[src/rtl/tlpm_pkg.sv]
// tick load percent monitor: shared widths, constants and types
// used by tlpm_ctrl, tlpm_datapath and tick_load_percent_monitor
`default_nettype none
package tlpm_pkg;

  localparam int TIMER_BITS   = 32;
  localparam int PERCENT_BITS = 16;
  localparam int SCALE_BITS   = 7;
  localparam int PROD_BITS    = TIMER_BITS + SCALE_BITS;
  localparam int CMP_BITS     = TIMER_BITS + PERCENT_BITS;
  localparam int CNT_BITS     = $clog2(PERCENT_BITS);
  localparam int THR_BITS     = 16;
  localparam int APB_DATA_BITS = 32;
  localparam int APB_ADDR_BITS = 3;

  localparam logic [SCALE_BITS-1:0]   PERCENT_SCALE = SCALE_BITS'(100);
  localparam logic [THR_BITS-1:0]     MAX_THR_RESET  = THR_BITS'(85);
  localparam logic [THR_BITS-1:0]     NEAR_THR_RESET = THR_BITS'(80);
  localparam logic [PERCENT_BITS-1:0] PERCENT_MAX    = {PERCENT_BITS{1'b1}};
  localparam logic [CNT_BITS-1:0]     LAST_STEP      = CNT_BITS'(PERCENT_BITS - 1);

  localparam logic ACTION_START   = 1'b0;
  localparam logic ACTION_MEASURE = 1'b1;

  localparam logic REG_MAX_THR  = 1'b0;
  localparam logic REG_NEAR_THR = 1'b1;

  typedef enum logic [2:0] {
    ST_IDLE,
    ST_MUL,
    ST_PREP,
    ST_DIV,
    ST_COMMIT,
    ST_DONE
  } state_e;

  typedef struct packed {
    logic accept;
    logic mul;
    logic prep;
    logic step;
    logic commit;
    logic deliver;
  } cmd_t;

  typedef struct packed {
    logic sat;
    logic last_step;
    logic out_free;
  } status_t;

endpackage
`default_nettype wire

[src/rtl/tlpm_ctrl.sv]
// tick load percent monitor: sequencing state machine
// depends on tlpm_pkg; drives tlpm_datapath through cmd_t, reads status_t
`default_nettype none
module tlpm_ctrl (
  input  wire logic            clk_i,
  input  wire logic            rst_ni,
  input  wire logic            in_valid_i,
  input  wire logic            action_i,
  input  wire tlpm_pkg::status_t status_i,
  output tlpm_pkg::cmd_t       cmd_o,
  output logic                 in_stall_o
);
  import tlpm_pkg::*;

  state_e state_q, state_d;
  logic   accept;

  assign accept = in_valid_i && (state_q == ST_IDLE);

  always_ff @(posedge clk_i or negedge rst_ni) begin
    if (!rst_ni) begin
      state_q <= ST_IDLE;
    end else begin
      state_q <= state_d;
    end
  end

  always_comb begin
    state_d = state_q;
    unique case (state_q)
      ST_IDLE: begin
        if (accept) begin
          state_d = (action_i == ACTION_MEASURE) ? ST_MUL : ST_DONE;
        end
      end
      ST_MUL:    state_d = ST_PREP;
      ST_PREP:   state_d = ST_DIV;
      ST_DIV: begin
        if (status_i.sat || status_i.last_step) begin
          state_d = ST_COMMIT;
        end
      end
      ST_COMMIT: state_d = ST_DONE;
      ST_DONE: begin
        if (status_i.out_free) begin
          state_d = ST_IDLE;
        end
      end
      default:   state_d = ST_IDLE;
    endcase
  end

  always_comb begin
    cmd_o = '0;
    in_stall_o = 1'b1;
    unique case (state_q)
      ST_IDLE: begin
        in_stall_o   = 1'b0;
        cmd_o.accept = accept;
      end
      ST_MUL:    cmd_o.mul = 1'b1;
      ST_PREP:   cmd_o.prep = 1'b1;
      ST_DIV:    cmd_o.step = !status_i.sat;
      ST_COMMIT: cmd_o.commit = 1'b1;
      ST_DONE:   cmd_o.deliver = status_i.out_free;
      default:   cmd_o = '0;
    endcase
  end

endmodule
`default_nettype wire

[src/rtl/tlpm_datapath.sv]
// tick load percent monitor: period state, product, restoring divider,
// peak tracking and output register; depends on tlpm_pkg, driven by tlpm_ctrl
`default_nettype none
module tlpm_datapath (
  input  wire logic                               clk_i,
  input  wire logic                               rst_ni,
  input  wire tlpm_pkg::cmd_t                     cmd_i,
  output tlpm_pkg::status_t                       status_o,
  input  wire logic                               action_i,
  input  wire logic [tlpm_pkg::TIMER_BITS-1:0]    start_ticks_i,
  input  wire logic [tlpm_pkg::TIMER_BITS-1:0]    period_ticks_i,
  input  wire logic [tlpm_pkg::TIMER_BITS-1:0]    ticks_left_i,
  input  wire logic [tlpm_pkg::THR_BITS-1:0]      max_thr_i,
  input  wire logic [tlpm_pkg::THR_BITS-1:0]      near_thr_i,
  input  wire logic                               out_stall_i,
  output logic                                    out_valid_o,
  output logic [tlpm_pkg::PERCENT_BITS-1:0]       load_percent_o,
  output logic [tlpm_pkg::PERCENT_BITS-1:0]       peak_percent_o,
  output logic                                    at_max_o,
  output logic                                    near_max_o
);
  import tlpm_pkg::*;

  logic [TIMER_BITS-1:0]   start_q, period_q, left_q;
  logic [PROD_BITS-1:0]    product_q;
  logic [TIMER_BITS-1:0]   rem_q, rem_d;
  logic [PERCENT_BITS-1:0] quot_q, quot_d;
  logic [PERCENT_BITS-1:0] lo_q;
  logic [CNT_BITS-1:0]     cnt_q;
  logic                    sat_q, sat_d;
  logic [PERCENT_BITS-1:0] cur_q, cur_d, peak_q, peak_d;
  logic                    out_valid_q;
  logic [PERCENT_BITS-1:0] out_load_q, out_peak_q;
  logic                    out_at_q, out_near_q;

  logic [TIMER_BITS-1:0]   elapsed;
  logic [TIMER_BITS:0]     trial;
  logic                    fits;
  logic [THR_BITS-1:0]     cur_thr;

  assign elapsed = start_q - left_q;
  assign trial   = {rem_q, lo_q[PERCENT_BITS-1]};
  assign fits    = trial >= {1'b0, period_q};
  assign cur_thr = THR_BITS'(cur_q);

  // overflow of the 16-bit quotient is known before dividing
  always_comb begin
    sat_d = (period_q == '0) ||
            ({(CMP_BITS - PROD_BITS)'(0), product_q} >= {period_q, PERCENT_BITS'(0)});
  end

  always_comb begin
    rem_d  = fits ? TIMER_BITS'(trial - {1'b0, period_q}) : trial[TIMER_BITS-1:0];
    quot_d = {quot_q[PERCENT_BITS-2:0], fits};
  end

  always_comb begin
    cur_d  = sat_q ? PERCENT_MAX : quot_q;
    peak_d = (cur_d > peak_q) ? cur_d : peak_q;
  end

  always_ff @(posedge clk_i or negedge rst_ni) begin
    if (!rst_ni) begin
      start_q  <= '0;
      period_q <= '0;
      cur_q    <= '0;
      peak_q   <= '0;
    end else if (cmd_i.accept && (action_i == ACTION_START)) begin
      start_q  <= start_ticks_i;
      period_q <= period_ticks_i;
      cur_q    <= '0;
      peak_q   <= '0;
    end else if (cmd_i.commit) begin
      cur_q    <= cur_d;
      peak_q   <= peak_d;
    end
  end

  always_ff @(posedge clk_i) begin
    if (cmd_i.accept) begin
      left_q <= ticks_left_i;
    end
    if (cmd_i.mul) begin
      product_q <= PROD_BITS'(elapsed) * PROD_BITS'(PERCENT_SCALE);
    end
    if (cmd_i.prep) begin
      rem_q  <= TIMER_BITS'(product_q >> PERCENT_BITS);
      lo_q   <= product_q[PERCENT_BITS-1:0];
      quot_q <= '0;
      sat_q  <= sat_d;
    end else if (cmd_i.step) begin
      rem_q  <= rem_d;
      lo_q   <= {lo_q[PERCENT_BITS-2:0], 1'b0};
      quot_q <= quot_d;
    end
  end

  always_ff @(posedge clk_i or negedge rst_ni) begin
    if (!rst_ni) begin
      cnt_q <= '0;
    end else if (cmd_i.prep) begin
      cnt_q <= '0;
    end else if (cmd_i.step) begin
      cnt_q <= cnt_q + CNT_BITS'(1);
    end
  end

  // output register
  always_ff @(posedge clk_i or negedge rst_ni) begin
    if (!rst_ni) begin
      out_valid_q <= 1'b0;
    end else if (cmd_i.deliver) begin
      out_valid_q <= 1'b1;
    end else if (!out_stall_i) begin
      out_valid_q <= 1'b0;
    end
  end

  always_ff @(posedge clk_i) begin
    if (cmd_i.deliver) begin
      out_load_q <= cur_q;
      out_peak_q <= peak_q;
      out_at_q   <= cur_thr >= max_thr_i;
      out_near_q <= (cur_thr >= near_thr_i) && (cur_thr < max_thr_i);
    end
  end

  assign status_o.sat       = sat_q;
  assign status_o.last_step = (cnt_q == LAST_STEP);
  assign status_o.out_free  = !out_valid_q || !out_stall_i;

  assign out_valid_o    = out_valid_q;
  assign load_percent_o = out_load_q;
  assign peak_percent_o = out_peak_q;
  assign at_max_o       = out_at_q;
  assign near_max_o     = out_near_q;

  a_rem_below_period: assert property (@(posedge clk_i) disable iff (!rst_ni)
    cmd_i.step |-> (rem_q < period_q))
    else $error("divider remainder not below period");

  a_peak_ge_cur: assert property (@(posedge clk_i) disable iff (!rst_ni)
    peak_q >= cur_q)
    else $error("peak below current load");

  a_deliver_sets_valid: assert property (@(posedge clk_i) disable iff (!rst_ni)
    cmd_i.deliver |=> out_valid_q)
    else $error("delivered result not valid");

endmodule
`default_nettype wire

[src/rtl/tick_load_percent_monitor.sv]
// tick load percent monitor top level: APB threshold registers and glue
// depends on tlpm_pkg, tlpm_ctrl and tlpm_datapath
//
// Usage: the input channel (in_valid_i/in_stall_o) carries one request per
// item. action_i = 0 starts a period (start_ticks_i, period_ticks_i latched,
// current and peak load cleared); action_i = 1 measures with ticks_left_i.
// Every request yields exactly one result on the output channel
// (out_valid_o/out_stall_i): load_percent_o, peak_percent_o, at_max_o,
// near_max_o. Thresholds are written over the APB port (max at 0x0, near at
// 0x4); the user must write them only while the block is idle, which the
// block itself does not enforce. A start request goes straight to its
// result. A measurement passes through the x100 multiply, the overflow
// check and the one-bit-per-cycle restoring divider, then commits its load
// and peak; one that saturates (zero period or quotient above 65535) skips
// the divider steps. One request is worked on at a time; the next is
// accepted while a finished result still sits in the output register. If
// the receiver stalls, the result holds and a new result waits in the
// sequencer until it is taken. Reset clears the period state, loads and
// output valid; thresholds return to 85 and 80.
`default_nettype none
module tick_load_percent_monitor (
  input  wire logic                               clk_i,
  input  wire logic                               rst_ni,
  input  wire logic                               in_valid_i,
  output logic                                    in_stall_o,
  input  wire logic                               action_i,
  input  wire logic [tlpm_pkg::TIMER_BITS-1:0]    start_ticks_i,
  input  wire logic [tlpm_pkg::TIMER_BITS-1:0]    period_ticks_i,
  input  wire logic [tlpm_pkg::TIMER_BITS-1:0]    ticks_left_i,
  output logic                                    out_valid_o,
  input  wire logic                               out_stall_i,
  output logic [tlpm_pkg::PERCENT_BITS-1:0]       load_percent_o,
  output logic [tlpm_pkg::PERCENT_BITS-1:0]       peak_percent_o,
  output logic                                    at_max_o,
  output logic                                    near_max_o,
  input  wire logic                               psel,
  input  wire logic                               penable,
  input  wire logic                               pwrite,
  input  wire logic [tlpm_pkg::APB_ADDR_BITS-1:0] paddr,
  input  wire logic [tlpm_pkg::APB_DATA_BITS-1:0] pwdata,
  output logic [tlpm_pkg::APB_DATA_BITS-1:0]      prdata,
  output logic                                    pready
);
  import tlpm_pkg::*;

  logic [THR_BITS-1:0] max_thr_q, near_thr_q;
  logic                wr_en;
  logic                reg_sel;
  cmd_t                cmd;
  status_t             status;

  assign pready  = 1'b1;
  assign reg_sel = paddr[2];
  assign wr_en   = psel && penable && pwrite && pready;

  always_ff @(posedge clk_i or negedge rst_ni) begin
    if (!rst_ni) begin
      max_thr_q  <= MAX_THR_RESET;
      near_thr_q <= NEAR_THR_RESET;
    end else if (wr_en) begin
      unique case (reg_sel)
        REG_MAX_THR:  max_thr_q  <= pwdata[THR_BITS-1:0];
        REG_NEAR_THR: near_thr_q <= pwdata[THR_BITS-1:0];
        default:      max_thr_q  <= max_thr_q;
      endcase
    end
  end

  always_comb begin
    unique case (reg_sel)
      REG_MAX_THR:  prdata = APB_DATA_BITS'(max_thr_q);
      REG_NEAR_THR: prdata = APB_DATA_BITS'(near_thr_q);
      default:      prdata = '0;
    endcase
  end

  tlpm_ctrl u_ctrl (
    .clk_i      (clk_i),
    .rst_ni     (rst_ni),
    .in_valid_i (in_valid_i),
    .action_i   (action_i),
    .status_i   (status),
    .cmd_o      (cmd),
    .in_stall_o (in_stall_o)
  );

  tlpm_datapath u_datapath (
    .clk_i          (clk_i),
    .rst_ni         (rst_ni),
    .cmd_i          (cmd),
    .status_o       (status),
    .action_i       (action_i),
    .start_ticks_i  (start_ticks_i),
    .period_ticks_i (period_ticks_i),
    .ticks_left_i   (ticks_left_i),
    .max_thr_i      (max_thr_q),
    .near_thr_i     (near_thr_q),
    .out_stall_i    (out_stall_i),
    .out_valid_o    (out_valid_o),
    .load_percent_o (load_percent_o),
    .peak_percent_o (peak_percent_o),
    .at_max_o       (at_max_o),
    .near_max_o     (near_max_o)
  );

endmodule
`default_nettype wire

[config.mk]
export PLATFORM = sky130hd
export DESIGN_NAME = tick_load_percent_monitor
export DESIGN_NICKNAME = d
export VERILOG_FILES = /design/src/rtl/tlpm_pkg.sv /design/src/rtl/tlpm_ctrl.sv /design/src/rtl/tlpm_datapath.sv /design/src/rtl/tick_load_percent_monitor.sv
export SDC_FILE = /design/constraint.sdc
export NUM_CORES = 1
export LEC_CHECK = 0
export ABC_CLOCK_PERIOD_IN_PS = 8100
export BUFFER_PORTS_ARGS = -buffer_cell sky130_fd_sc_hd__buf_2
export CAP_MARGIN = 20
export CORE_MARGIN = 1.5
export CORE_UTILIZATION = 27
export DETAILED_ROUTE_END_ITERATION = 12
export PLACE_DENSITY = 0.43
export SLEW_MARGIN = 20
export SYNTH_ARGS = -nofsm -noshare
export SYNTH_HDL_FRONTEND = slang
export SYNTH_SLANG_ARGS = --single-unit
export TNS_END_PERCENT = 20
[constraint.sdc]
create_clock -name clk_i -period 8.1 [get_ports clk_i]
set_clock_uncertainty 0.05 [all_clocks]
set_input_delay 0.81 -clock clk_i [delete_from_list [all_inputs] [get_ports clk_i]]
set_output_delay 0.81 -clock clk_i [all_outputs]
set_load 0.05 [all_outputs]
# After elaboration in Yosys (flattened, before gate mapping)
# Cells that the tools add are included.
word_totals:
  ff_bits: 303
  latchBits: 0
  ram_bits: 0
  mem_bits_ro: 0
  input_bits: 139
  output_inout_bits: 69
  elab_cells: 91
  n_memories: 0
classes:
  addsub: 3
  n_mul: 1
  div: 0
  order_cmp: 6
  n_eq_ne: 10
  shifts: 0
  muxes: 28
  bitwise_logic: 2
  n_reduce_logical: 20
ops:
  columns: ["operator", "n"]
  rows:
  - ["two-way mux 16 bit", 8]
  - ["one-hot mux 32 bit (2 select lines)", 1]
  - ["subtractor 32 bit", 2]
  - [">= comparator 39 x 48 -> 1 bit", 1]
  - ["two-way mux 23 bit", 2]
  - ["multiplier 32 x 5 -> 37 bit, second input constant", 1]
  - [">= comparator 33 x 32 -> 1 bit", 1]
  - [">= comparator 16 bit", 2]
  - ["logical NOT 32 bit", 1]
  - ["two-way mux 32 bit", 1]
  - ["one-hot mux 3 bit (6 select lines)", 1]
  - ["> comparator 16 bit", 1]
  - ["less-than comparator 16 bit", 1]
  - ["two-way mux 3 bit", 4]
  - ["two-way mux 1 bit", 9]
  - ["two-way mux 4 bit", 2]
  - ["inequality test 2 x 1 -> 1 bit, second input constant", 4]
  - ["== test 3 x 2 -> 1 bit, second input constant", 2]
  - ["== test 3 bit, second input constant", 2]
  - ["AND reduction 2 bit", 3]
  - ["nonzero test 2 bit", 3]
  - ["logical AND 1 bit", 5]
  - ["adder 4 x 1 -> 4 bit, second input constant", 1]
  - ["== test 4 bit, second input constant", 1]
  - ["6 further kinds", 11]

# Logic depth before layout (Yosys ltp)
# Gate-level depths: netlist of the first run.
logic_depth:
  depth_word: 6
  ltp_mapped: 30
  mapped_depth_nobuf: 29

# Modules after synthesis
# From an unflattened synthesis of the first run, not the netlist that was laid out.
unflattened:
  hier_cells: 2003
  area_unflattened_um2: 20348.3
modules_own_cells:
  columns: ["module", "instances", "cells_each", "area_per_inst_um2", "seq_area_each_um2"]
  rows:
  - ["tlpm_datapath", 1, 1875, 18517.8, 7262.0]
  - ["tick_load_percent_monitor", 1, 105, 1605.3, 808.3]
  - ["tlpm_ctrl", 1, 23, 225.2, 75.1]

# Worst setup path after synthesis of the first run
# OpenSTA, ideal clock, no wires.
synth_path:
  kind: "reg2reg"
  from: "register u_datapath.start_q[3]"
  to: "register u_datapath.product_q[36] (data pin)"
  setup_ps: 258
  arrival_time_ps: 5657
  t_required_ps: 7792
  path_slack_ps: 2135
  path_stages_with_launch: 27
  n_path_buf: 0
  synth_period_minus_slack_ps: 5965
  cell_sequence: "dfrtp_1 ha_1 a21o_1 a21oi_1 o211ai_1 a221o_1 a21o_1 a21o_1 a21oi_1 o21bai_1 xnor2_1 inv_1 ha_1 ha_1 inv_1 fa_1 inv_1 ha_1 and3_1 nand2_1 or4_1 o211a_1 nor3_1 a21oi_1 o21ai_1 a21oi_1 xnor2_1"
synth_between:
  elab_chain_cells: 2
synth_lines:
  columns: ["element", "line_no", "text"]
  rows:
  - ["start, declared", "tlpm_datapath.sv:24", "logic [TIMER_BITS-1:0] start_q, period_q, left_q;"]
  - ["start signal, assigned", "tlpm_datapath.sv:69", "start_q <= start_ticks_i;"]
  - ["subtractor 32 bit", "tlpm_datapath.sv:41", "assign elapsed = start_q - left_q;"]
  - ["multiplier 32 x 5 -> 37 bit", "tlpm_datapath.sv:84", "product_q <= PROD_BITS'(elapsed) * PROD_BITS'(PERCENT_SCALE);"]
  - ["end signal, assigned", "tlpm_datapath.sv:84", null]
  - ["end, declared", "tlpm_datapath.sv:25", "logic [PROD_BITS-1:0] product_q;"]
# Every way passes these cells.
# A chain may end at the register's enable or synchronous reset.

# Final worst setup path of the first run
layout_path:
  from: "register u_datapath.start_q[0]"
  to: "register u_datapath.product_q[36] (data pin)"
# The elaborated chain is that of the path after synthesis.

==> out/summary.txt, run 1 <==
CTS Sinks - 302
pin count of the biggest net entering global routing - 93
cell count after synthesis - 2117
clk_lat worst skew - 0.58 ns
CTS tree - yes
Setup Fix Bufs, Post-CTS - 0
Setup crit end kind - flip-flop
DP Wirelength - 37810 um
CP required - 8.39 ns
Max FO, Critical Path - 7
Post-synth top flop - edfxtp_1
final worst path period need - 6.753 ns
outcome - finished, final reports clean
diode count - 0
Yosys top cell by area - edfxtp_1
final wirelength - 49290 um
post-route cell area - 23130 um2
core area - 72960 um2
Worst R2R End - u_datapath.product_q[36]
Slew HR - 28.28%
share of cells above drive strength 1 - 13.10%
Final Cycle Share - 83.37%
initial core utilization - 27.32%
total negative slack - 0 ns
clock root buffer - clkbuf_16
initial antenna violation count - 1
crit start category - flip-flop
Resize count post-CTS - 0
launch point of the worst reg-to-reg path - u_datapath.start_q[0]
global-route usage over all layers - 13.02%
#FFs+latches synth - 302
HP Class - input pin to asynchronous set/reset pin
drt pass-1 iters - 5
number of I/O port buffers - 172
most frequent cells in the layout - inv_1, nand2_1, ha_1
clk buf depth - 3
DR vias - 14750
RSZ-0062 raised after global routing - no
internal reg-to-reg setup slack - 1.35 ns
cell row count - 99
commonest non-fill, non-tap cell in the layout - inv_1
DIE WIDTH - 274.7 um
total grt overflow - 0
Post-synth EDFFs - 141
Setup violations, final - 0
DRC - 0
fmax - 0.1481 GHz
max-slew violation count - 0
antenna viol nets, final - 0
fill count - 7628
Ys Warns - 0
placed standard-cell area - 21810 um2
DRT iter0 DRCs - 573
crit path DAT - 7.04 ns
worst stage delay on the critical path - 0.59 ns
Die Y - 274.7 um
CTS HTree Levels - 2
area share of the largest cell type after synthesis - 21.24%
count of cell types in the netlist - 72
Final Hold Vio Count - 0
CTS clk-pin slew, worst paths - 0.06 ns
vias per cell - 4.516
I/O Pins - 208
Async S/R FF share, synth - 45.03%
sequential fraction of the synthesis area - 40.87%
max cap viols - 0
CTS Hold Bufs - 0
Wirelength per Cell - 15.10 um
total CTS buffers - 40
Worst path slowest cell - or4_1
synthesized cell area - 19930 um2
Area Growth Syn to Fin - 16.03%
Register-to-Register Path Depth - 28
nets - 2677
placer congestion estimate - 0.8200
crit path kind - flip-flop to flip-flop
vias in the first global route - 15100
Slew @ Worst Pin - 1.076 ns
syn_area_per_cell - 9.415 um2
top cells by area, synth - edfxtp_1, dfrtp_1, ha_1, inv_1, nand2_1
die area - 75460 um2
global-route wire length before repair - 78900 um
==> worst max-delay path: cells and delay by family (launching register included) <==
kind                     cells  cell delay (ns)
XOR/XNOR                     2             0.31
adder cells (fa/ha/maj)      6             2.02
flip-flops                   1             0.36
AND/OR/NAND/NOR              7             1.86
AO/OA/AOI/OAI                9             1.70
buffers and inverters        4             0.21
==> layout make-up <==
type	instances	area, um2	share of cell area (%)
well taps	959	1200	5.188
inverters	273	1025	4.431
clock buffers	64	1204	5.204
repair buffers	186	979.7	4.236
flip-flops and latches	302	8145	35.22
multi-input cells	1471	10460	45.23
clock inverters	10	112.6	0.4869
==> metal layers <==
metal	share of wire (%)	vias up	GRT usage (%)	routed length [um]
met4	2.4	0	3.976	1172
met1	48	6874	17.18	23690
met5	0	-	0	0
met2	46	227	22.07	22920
met3	3.1	72	1.728	1507
li1	-	7573	-	-
==> worst max path at each step <==
| stage | endpoint | slack [ns] | startpoint |
|---|---|---|---|
| after CTS | u_datapath.product_q[36] | 1.37 | u_datapath.start_q[0] |
| after floorplan | u_datapath.product_q[36] | 2.13 | u_datapath.start_q[3] |
| after global placement | u_datapath.product_q[36] | 1.40 | u_datapath.left_q[1] |
| final | u_datapath.product_q[36] | 1.35 | u_datapath.start_q[0] |
| after detailed placement | u_datapath.product_q[36] | 1.38 | u_datapath.left_q[1] |
| after global routing | u_datapath.product_q[36] | 0.91 | u_datapath.start_q[0] |
==> through the flow <==
| step | util [%] | hold slack, ns | cells | worst slack [ns] |
|---|---|---|---|---|
| 2_1_floorplan | - | 0.3729 | 2132 | 2.135 |
| 3_3_place_gp | 29.86 | 0.3894 | 3189 | 1.403 |
| 3_5_place_dp | 29.89 | 0.3864 | 3191 | 1.376 |
| 4_1_cts | 31.70 | 0.3047 | 3265 | 1.371 |
| 5_1_grt | 31.70 | 0.3215 | 3265 | 0.9074 |
| 6_report | 31.70 | 0.2865 | 3265 | 1.347 |
==> registers in the layout (all words and copies together), names as in the netlist, 3 cells and up <==
register,count
near_thr_q,16
u_datapath.start_q,32
u_datapath.cnt_q,4
u_datapath.rem_q,32
u_datapath.load_percent_o,16
u_datapath.quot_q,16
u_datapath.lo_q,14
u_datapath.period_q,32
u_datapath.peak_q,16
u_datapath.peak_percent_o,16
u_datapath.left_q,32
u_ctrl.state_q,3
u_datapath.product_q,37
u_datapath.cur_q,16
max_thr_q,16
==> cells by family (layout without fill, tap and decap cells) <==
| kind of cell | after synthesis | in the layout | share of synthesized area, % |
|---|---|---|---|
| AOI/OAI and AO/OA | 477 | 477 | 14.95 |
| xor gates and xnor gates | 103 | 103 | 4.526 |
| adders and majority gates | 264 | 264 | 17.66 |
| buffers and inverters | 359 | 533 | 7.137 |
| DFF | 302 | 302 | 40.87 |
| muxes | 41 | 41 | 2.272 |
| other | 2 | 17 | 0.03768 |
| and+or+nand+nor | 569 | 569 | 12.54 |
==> cells in the mapped netlist (4+ instances only) <==
cell / count
mux2i_1: 7
o21ai_0: 114
a31oi_1: 11
o21a_1: 21
a21o_1: 67
a21oi_1: 123
nand2_1: 269
clkbuf_1: 63
nor2b_1: 19
o211ai_1: 9
nor3_1: 18
buf_4: 17
o21bai_1: 11
dfrtp_1: 130
xor2_1: 38
and3_1: 9
inv_1: 273
edfxtp_1: 141
dfstp_2: 6
nor4_1: 13
xnor2_1: 65
a211oi_1: 36
a211o_1: 5
nor3b_1: 4
nand3_1: 44
or3_1: 4
ha_1: 235
o31a_1: 4
nor2_1: 138
a221o_1: 4
dfxtp_1: 25
nand2b_1: 17
o31ai_1: 4
mux2_2: 33
nand4_1: 19
fa_1: 29
o21ai_1: 33
Power of run 1 is not shown: default switching activity piles up to over one toggle a cycle in this logic, so the estimate is an artifact.
==> inputs of run 2 (changes only) <==
--- a/config.mk
+++ b/config.mk
@@ -5,13 +5,13 @@
 export SDC_FILE = /design/constraint.sdc
 export NUM_CORES = 1
 export LEC_CHECK = 0
-export ABC_CLOCK_PERIOD_IN_PS = 8100
+export ABC_CLOCK_PERIOD_IN_PS = 5710
 export BUFFER_PORTS_ARGS = -buffer_cell sky130_fd_sc_hd__buf_2
 export CAP_MARGIN = 20
 export CORE_MARGIN = 1.5
 export CORE_UTILIZATION = 27
 export DETAILED_ROUTE_END_ITERATION = 12
-export PLACE_DENSITY = 0.43
+export PLACE_DENSITY = 0.44
 export SLEW_MARGIN = 20
 export SYNTH_ARGS = -nofsm -noshare
 export SYNTH_HDL_FRONTEND = slang
==> constraint.sdc (replaced) <==
create_clock -name clk_i -period 5.71 [get_ports clk_i]
set_clock_uncertainty 0.05 [all_clocks]
set_input_delay 0.571 -clock clk_i [delete_from_list [all_inputs] [get_ports clk_i]]
set_output_delay 0.571 -clock clk_i [all_outputs]
set_load 0.05 [all_outputs]
==> run 2 against run 1 <==
  * The run now ends with negative setup slack left
  * Fmax is 15% higher
  * Cell area is 5.9% higher
  * Sequential share of layout area is 2.0 points lower
  * Worst hold slack worse by 0.16 ns
  * Largest cell class unchanged
==> out/summary.txt, run 2 (synthesis gave the netlist of run 1 again) <==
nets - 2814
Slew @ Worst Pin - 1.011 ns
antenna viol nets, final - 0
max cap viols - 0
pin count of the biggest net entering global routing - 113
total grt overflow - 0
I/O Pins - 208
crit start category - flip-flop
total CTS buffers - 40
drt pass-1 iters - 4
fmax - 0.1707 GHz
initial core utilization - 27.32%
global-route usage over all layers - 13.41%
cell row count - 99
Die Y - 274.7 um
failing checks - negative setup slack
final worst slack - -0.1483 ns
outcome - finished with violations
worst slack, placed - -0.4871 ns
final worst path period need - 5.858 ns
clk_lat worst skew - 0.57 ns
internal reg-to-reg setup slack - -0.15 ns
Final Hold Vio Count - 0
CTS HTree Levels - 2
HP Class - input pin to flip-flop
core area - 72960 um2
placer congestion estimate - 0.8266
most used cell, CP - inv_2
Worst path slowest cell - or4_4
clk buf depth - 3
share of cells above drive strength 1 - 19.98%
max reg flops - 37
commonest non-fill, non-tap cell in the layout - nand2_1
DP Wirelength - 38680 um
most frequent cells in the layout - nand2_1, inv_1, ha_1
final wirelength - 50050 um
RSZ-0062 raised after global routing - yes
DRT iter0 DRCs - 488
Layout Cells excl Fill - 3404
worst stage delay on the critical path - 0.56 ns
crit path kind - flip-flop to flip-flop
total negative slack - -0.4598 ns
post-route cell area - 24490 um2
most flop-heavy register - u_datapath.product_q
Final Cycle Share - 102.6%
DRC - 0
initial antenna violation count - 1
CTS Sinks - 302
die area - 75460 um2
CTS clk-pin slew, worst paths - 0.05 ns
placed standard-cell area - 22890 um2
CP required - 5.98 ns
global-route wire length before repair - 81740 um
max-slew violation count - 0
Slew HR - 32.62%
DR vias - 15190
Setup violations, final - 4
vias per cell - 4.462
Wirelength per Cell - 14.70 um
clock root buffer - clkbuf_16
Max FO, Critical Path - 4
number of I/O port buffers - 172
Area Growth Syn to Fin - 22.87%
CTS tree - yes
placed cell count - 3321
DIE WIDTH - 274.7 um
crit path DAT - 6.13 ns
fill count - 7609
Setup crit end kind - flip-flop
vias in the first global route - 15910
[run 2: cell types whose count changed in the layout (fill, tap and decap cells not counted), moves of 6 or more]
cell,previous run,this run
a21oi_2,3,16
a21oi_1,123,109
ha_4,0,13
o21ai_0,114,107
clkbuf_8,7,1
clkinv_1,0,7
buf_4,12,145
ha_1,235,222
[run 2: critical path, delay by kind of cell, from the launching register on]
family                   cells  cell delay (ns)
AO/OA/AOI/OAI               12             2.34
flip-flops                   1             0.37
buffers and inverters        3             0.17
adder cells (fa/ha/maj)      5             1.60
AND/OR/NAND/NOR              3             0.81
XOR/XNOR                     2             0.29
[run 2: stage by stage]
step | utilization [%] | hold slack [ns]
floorplan | - | 0.2254
finish | 33.57 | 0.1245
global placement | 31.34 | 0.3384
detailed placement | 31.37 | 0.3388
global route | 33.56 | 0.09377
CTS | 33.36 | 0.08020
[run 2: routing by layer]
metal	routed length, um	vias up	track usage (%)	share of wire, %
met5	0	-	0	0
met4	1566	0	4.670	3.1
met3	1871	84	2.025	3.7
met2	23330	214	22.63	47
met1	23280	7048	17.40	47
li1	-	7844	-	-
[run 2: worst paths after layout]
kind                       cells after the start                  endpoint                 start
max                                           25  u_datapath.product_q[36]  u_datapath.left_q[3]
min                                            1     u_datapath.left_q[15]      ticks_left_i[15]
max reg2reg                                   25  u_datapath.product_q[36]  u_datapath.left_q[3]
min reg2reg                                    2      u_datapath.quot_q[0]  u_datapath.quot_q[0]
max in group asynchronous                      3    u_datapath.period_q[7]                rst_ni
min in group asynchronous                      2              max_thr_q[8]                rst_ni
[run 2: final cells by class]
type	count	area, um2	area share [%]
antenna	2	5.005	0.02044
clock buffer	55	1067	4.358
clock inverter	19	173.9	0.7102
inverter	273	1025	4.184
multi-input combinational	1471	10840	44.28
sequential	302	8145	33.26
tap	959	1200	4.900
timing repair buffer	323	2031	8.292
[run 2: what timing repair did]
action,in CTS,in global routing
hold buffers,1,0
setup buffers,5,1
endpoints found under the setup margin,15,18
resized for setup,38,27
hold endpoints to repair,11,0
pin swaps,12,4
Power of run 2 is left out for the same reason.
==> inputs of run 3 (changes only) <==
--- a/config.mk
+++ b/config.mk
@@ -11,7 +11,9 @@
 export CORE_MARGIN = 1.5
 export CORE_UTILIZATION = 27
 export DETAILED_ROUTE_END_ITERATION = 12
-export PLACE_DENSITY = 0.44
+export PLACE_DENSITY = 0.55
+export SETUP_SLACK_MARGIN = 0.3
+export SKIP_CTS_REPAIR_TIMING = 1
 export SLEW_MARGIN = 20
 export SYNTH_ARGS = -nofsm -noshare
 export SYNTH_HDL_FRONTEND = slang
==> run 3 against run 2 <==
  * The run still ends with negative setup slack left
  * Via count decreased by 0.97%
  * Register-to-register slack got worse by 0.14 ns
  * Cell count decreased by 0.32%
  * First-iteration DRC count increased by 35%
  * Non-clock buffer count decreased by 5
  * Fmax decreased by 2.4%
  * Die area unchanged
  * Sequential share of layout area decreased by 0.18 points
  * Critical path depth increased by 1
  * Worst hold slack got worse by 0.12 ns
  * Utilization increased by 0.18 points
  * Clock-buffer cell count decreased by 12
  * Critical endpoint is now u_datapath.product_q[38]
==> out/summary.txt, run 3 (synthesis gave the netlist of run 1 again) <==
DRC - 0
Worst path slowest cell - fa_1
vias per cell - 4.434
clk buf depth - 3
CP required - 5.96 ns
core area - 72960 um2
number of I/O port buffers - 172
share of cells above drive strength 1 - 20.75%
vias in the first global route - 15110
global-route usage over all layers - 12.72%
CTS HTree Levels - 2
Wirelength per Cell - 14.12 um
worst stage delay on the critical path - 0.51 ns
DRT iter0 DRCs - 659
DP Wirelength - 36320 um
Max FO, Critical Path - 5
Setup violations, final - 6
CTS Sinks - 302
max reg flops - 37
die area - 75460 um2
initial core utilization - 27.32%
crit start category - flip-flop
initial antenna violation count - 2
Area Growth Syn to Fin - 23.52%
CTS clk-pin slew, worst paths - 0.06 ns
RSZ-0062 raised after global routing - yes
Final Hold Vio Count - 0
total CTS buffers - 38
Slew HR - 31.29%
Slew @ Worst Pin - 1.031 ns
cell row count - 99
CTS tree - yes
placer congestion estimate - 0.8251
commonest non-fill, non-tap cell in the layout - nand2_1
most flop-heavy register - u_datapath.product_q
diode count - 0
max-slew violation count - 0
Final Cycle Share - 105.1%
final wirelength - 47890 um
DR vias - 15040
failing checks - negative setup slack
drt pass-1 iters - 5
DIE WIDTH - 274.7 um
total grt overflow - 0
final worst slack - -0.2916 ns
Die Y - 274.7 um
max cap viols - 0
Setup crit end kind - flip-flop
antenna viol nets, final - 0
nets - 2807
final core occ - 33.74%
HP Class - input pin to asynchronous set/reset pin
I/O Pins - 208
fmax - 0.1666 GHz
crit path DAT - 6.25 ns
pin count of the biggest net entering global routing - 113
final worst path period need - 6.002 ns
fill count - 7553
global-route wire length before repair - 77540 um
clk_lat worst skew - 0.56 ns
most frequent cells in the layout - nand2_1, inv_1, ha_1
clock root buffer - clkbuf_16
outcome - finished with violations
crit path kind - flip-flop to flip-flop
[run 3: changes by cell type in the layout (fill, tap and decap cells not counted), moves of 3 or more]
cell,delta
inv_2,+3
clkbuf_1,-9
buf_4,-4
ha_1,-3
xnor2_1,-3
bufinv_16,+7
xnor2_2,+3
inv_6,+6
clkinv_1,-4
[run 3: path summary, 6_finish.rpt]
check | startpoint | depth (start not counted) | to | slack, ns
max reg2reg | u_datapath.left_q[1] | 26 | u_datapath.product_q[38] | -0.29
max | u_datapath.left_q[1] | 26 | u_datapath.product_q[38] | -0.29
min | rst_ni | 1 | near_thr_q[14] | 0.0003
min reg2reg | u_datapath.quot_q[0] | 2 | u_datapath.quot_q[0] | 0.40
max in group asynchronous | rst_ni | 2 | u_datapath.start_q[12] | 4.19
min in group clk_i | ticks_left_i[30] | 1 | u_datapath.left_q[30] | 0.14
[run 3: layer usage]
metal | up-vias | share of wire [%] | GRT usage [%]
li1 | 7836 | - | -
met1 | 6903 | 48 | 16.82
met2 | 240 | 46 | 21.46
met3 | 64 | 3.6 | 1.772
met4 | 0 | 2.4 | 3.846
met5 | - | 0 | 0
[run 3: area by class of cell]
cell class / count / area [um2] / area share [%]
clock inverters: 27 / 377.9 / 1.535
well taps: 959 / 1200 / 4.874
flip-flops and latches: 302 / 8145 / 33.08
inverters: 273 / 1025 / 4.162
clock buffers: 43 / 969.7 / 3.939
repair buffers: 318 / 1994 / 8.101
multi-input cells: 1471 / 10910 / 44.31
[run 3: stage by stage]
step	setup WS, ns	instances	area [um2]	setup TNS (ns)	hold WS, ns
after floorplan	0.01820	2132	20080	0	0.2254
after global placement	-0.3996	3314	22830	-2.400	0.3857
after detailed placement	-0.4515	3315	22840	-2.734	0.3873
after CTS	-0.4780	3385	24190	-3.098	0.01943
after global routing	-0.5789	3393	24620	-3.902	0.04688
final	-0.2916	3393	24620	-1.060	0.0002837
[run 3: critical path, delay by kind of cell (launching register included)]
| family | cells | cell delay (ns) |
|---|---|---|
| compound gates | 13 | 3.10 |
| simple gates | 2 | 0.19 |
| fa+ha+maj | 5 | 1.46 |
| xor+xnor | 2 | 0.28 |
| buf+inv | 4 | 0.29 |
| flops | 1 | 0.37 |
Power of run 3 is left out for the same reason.
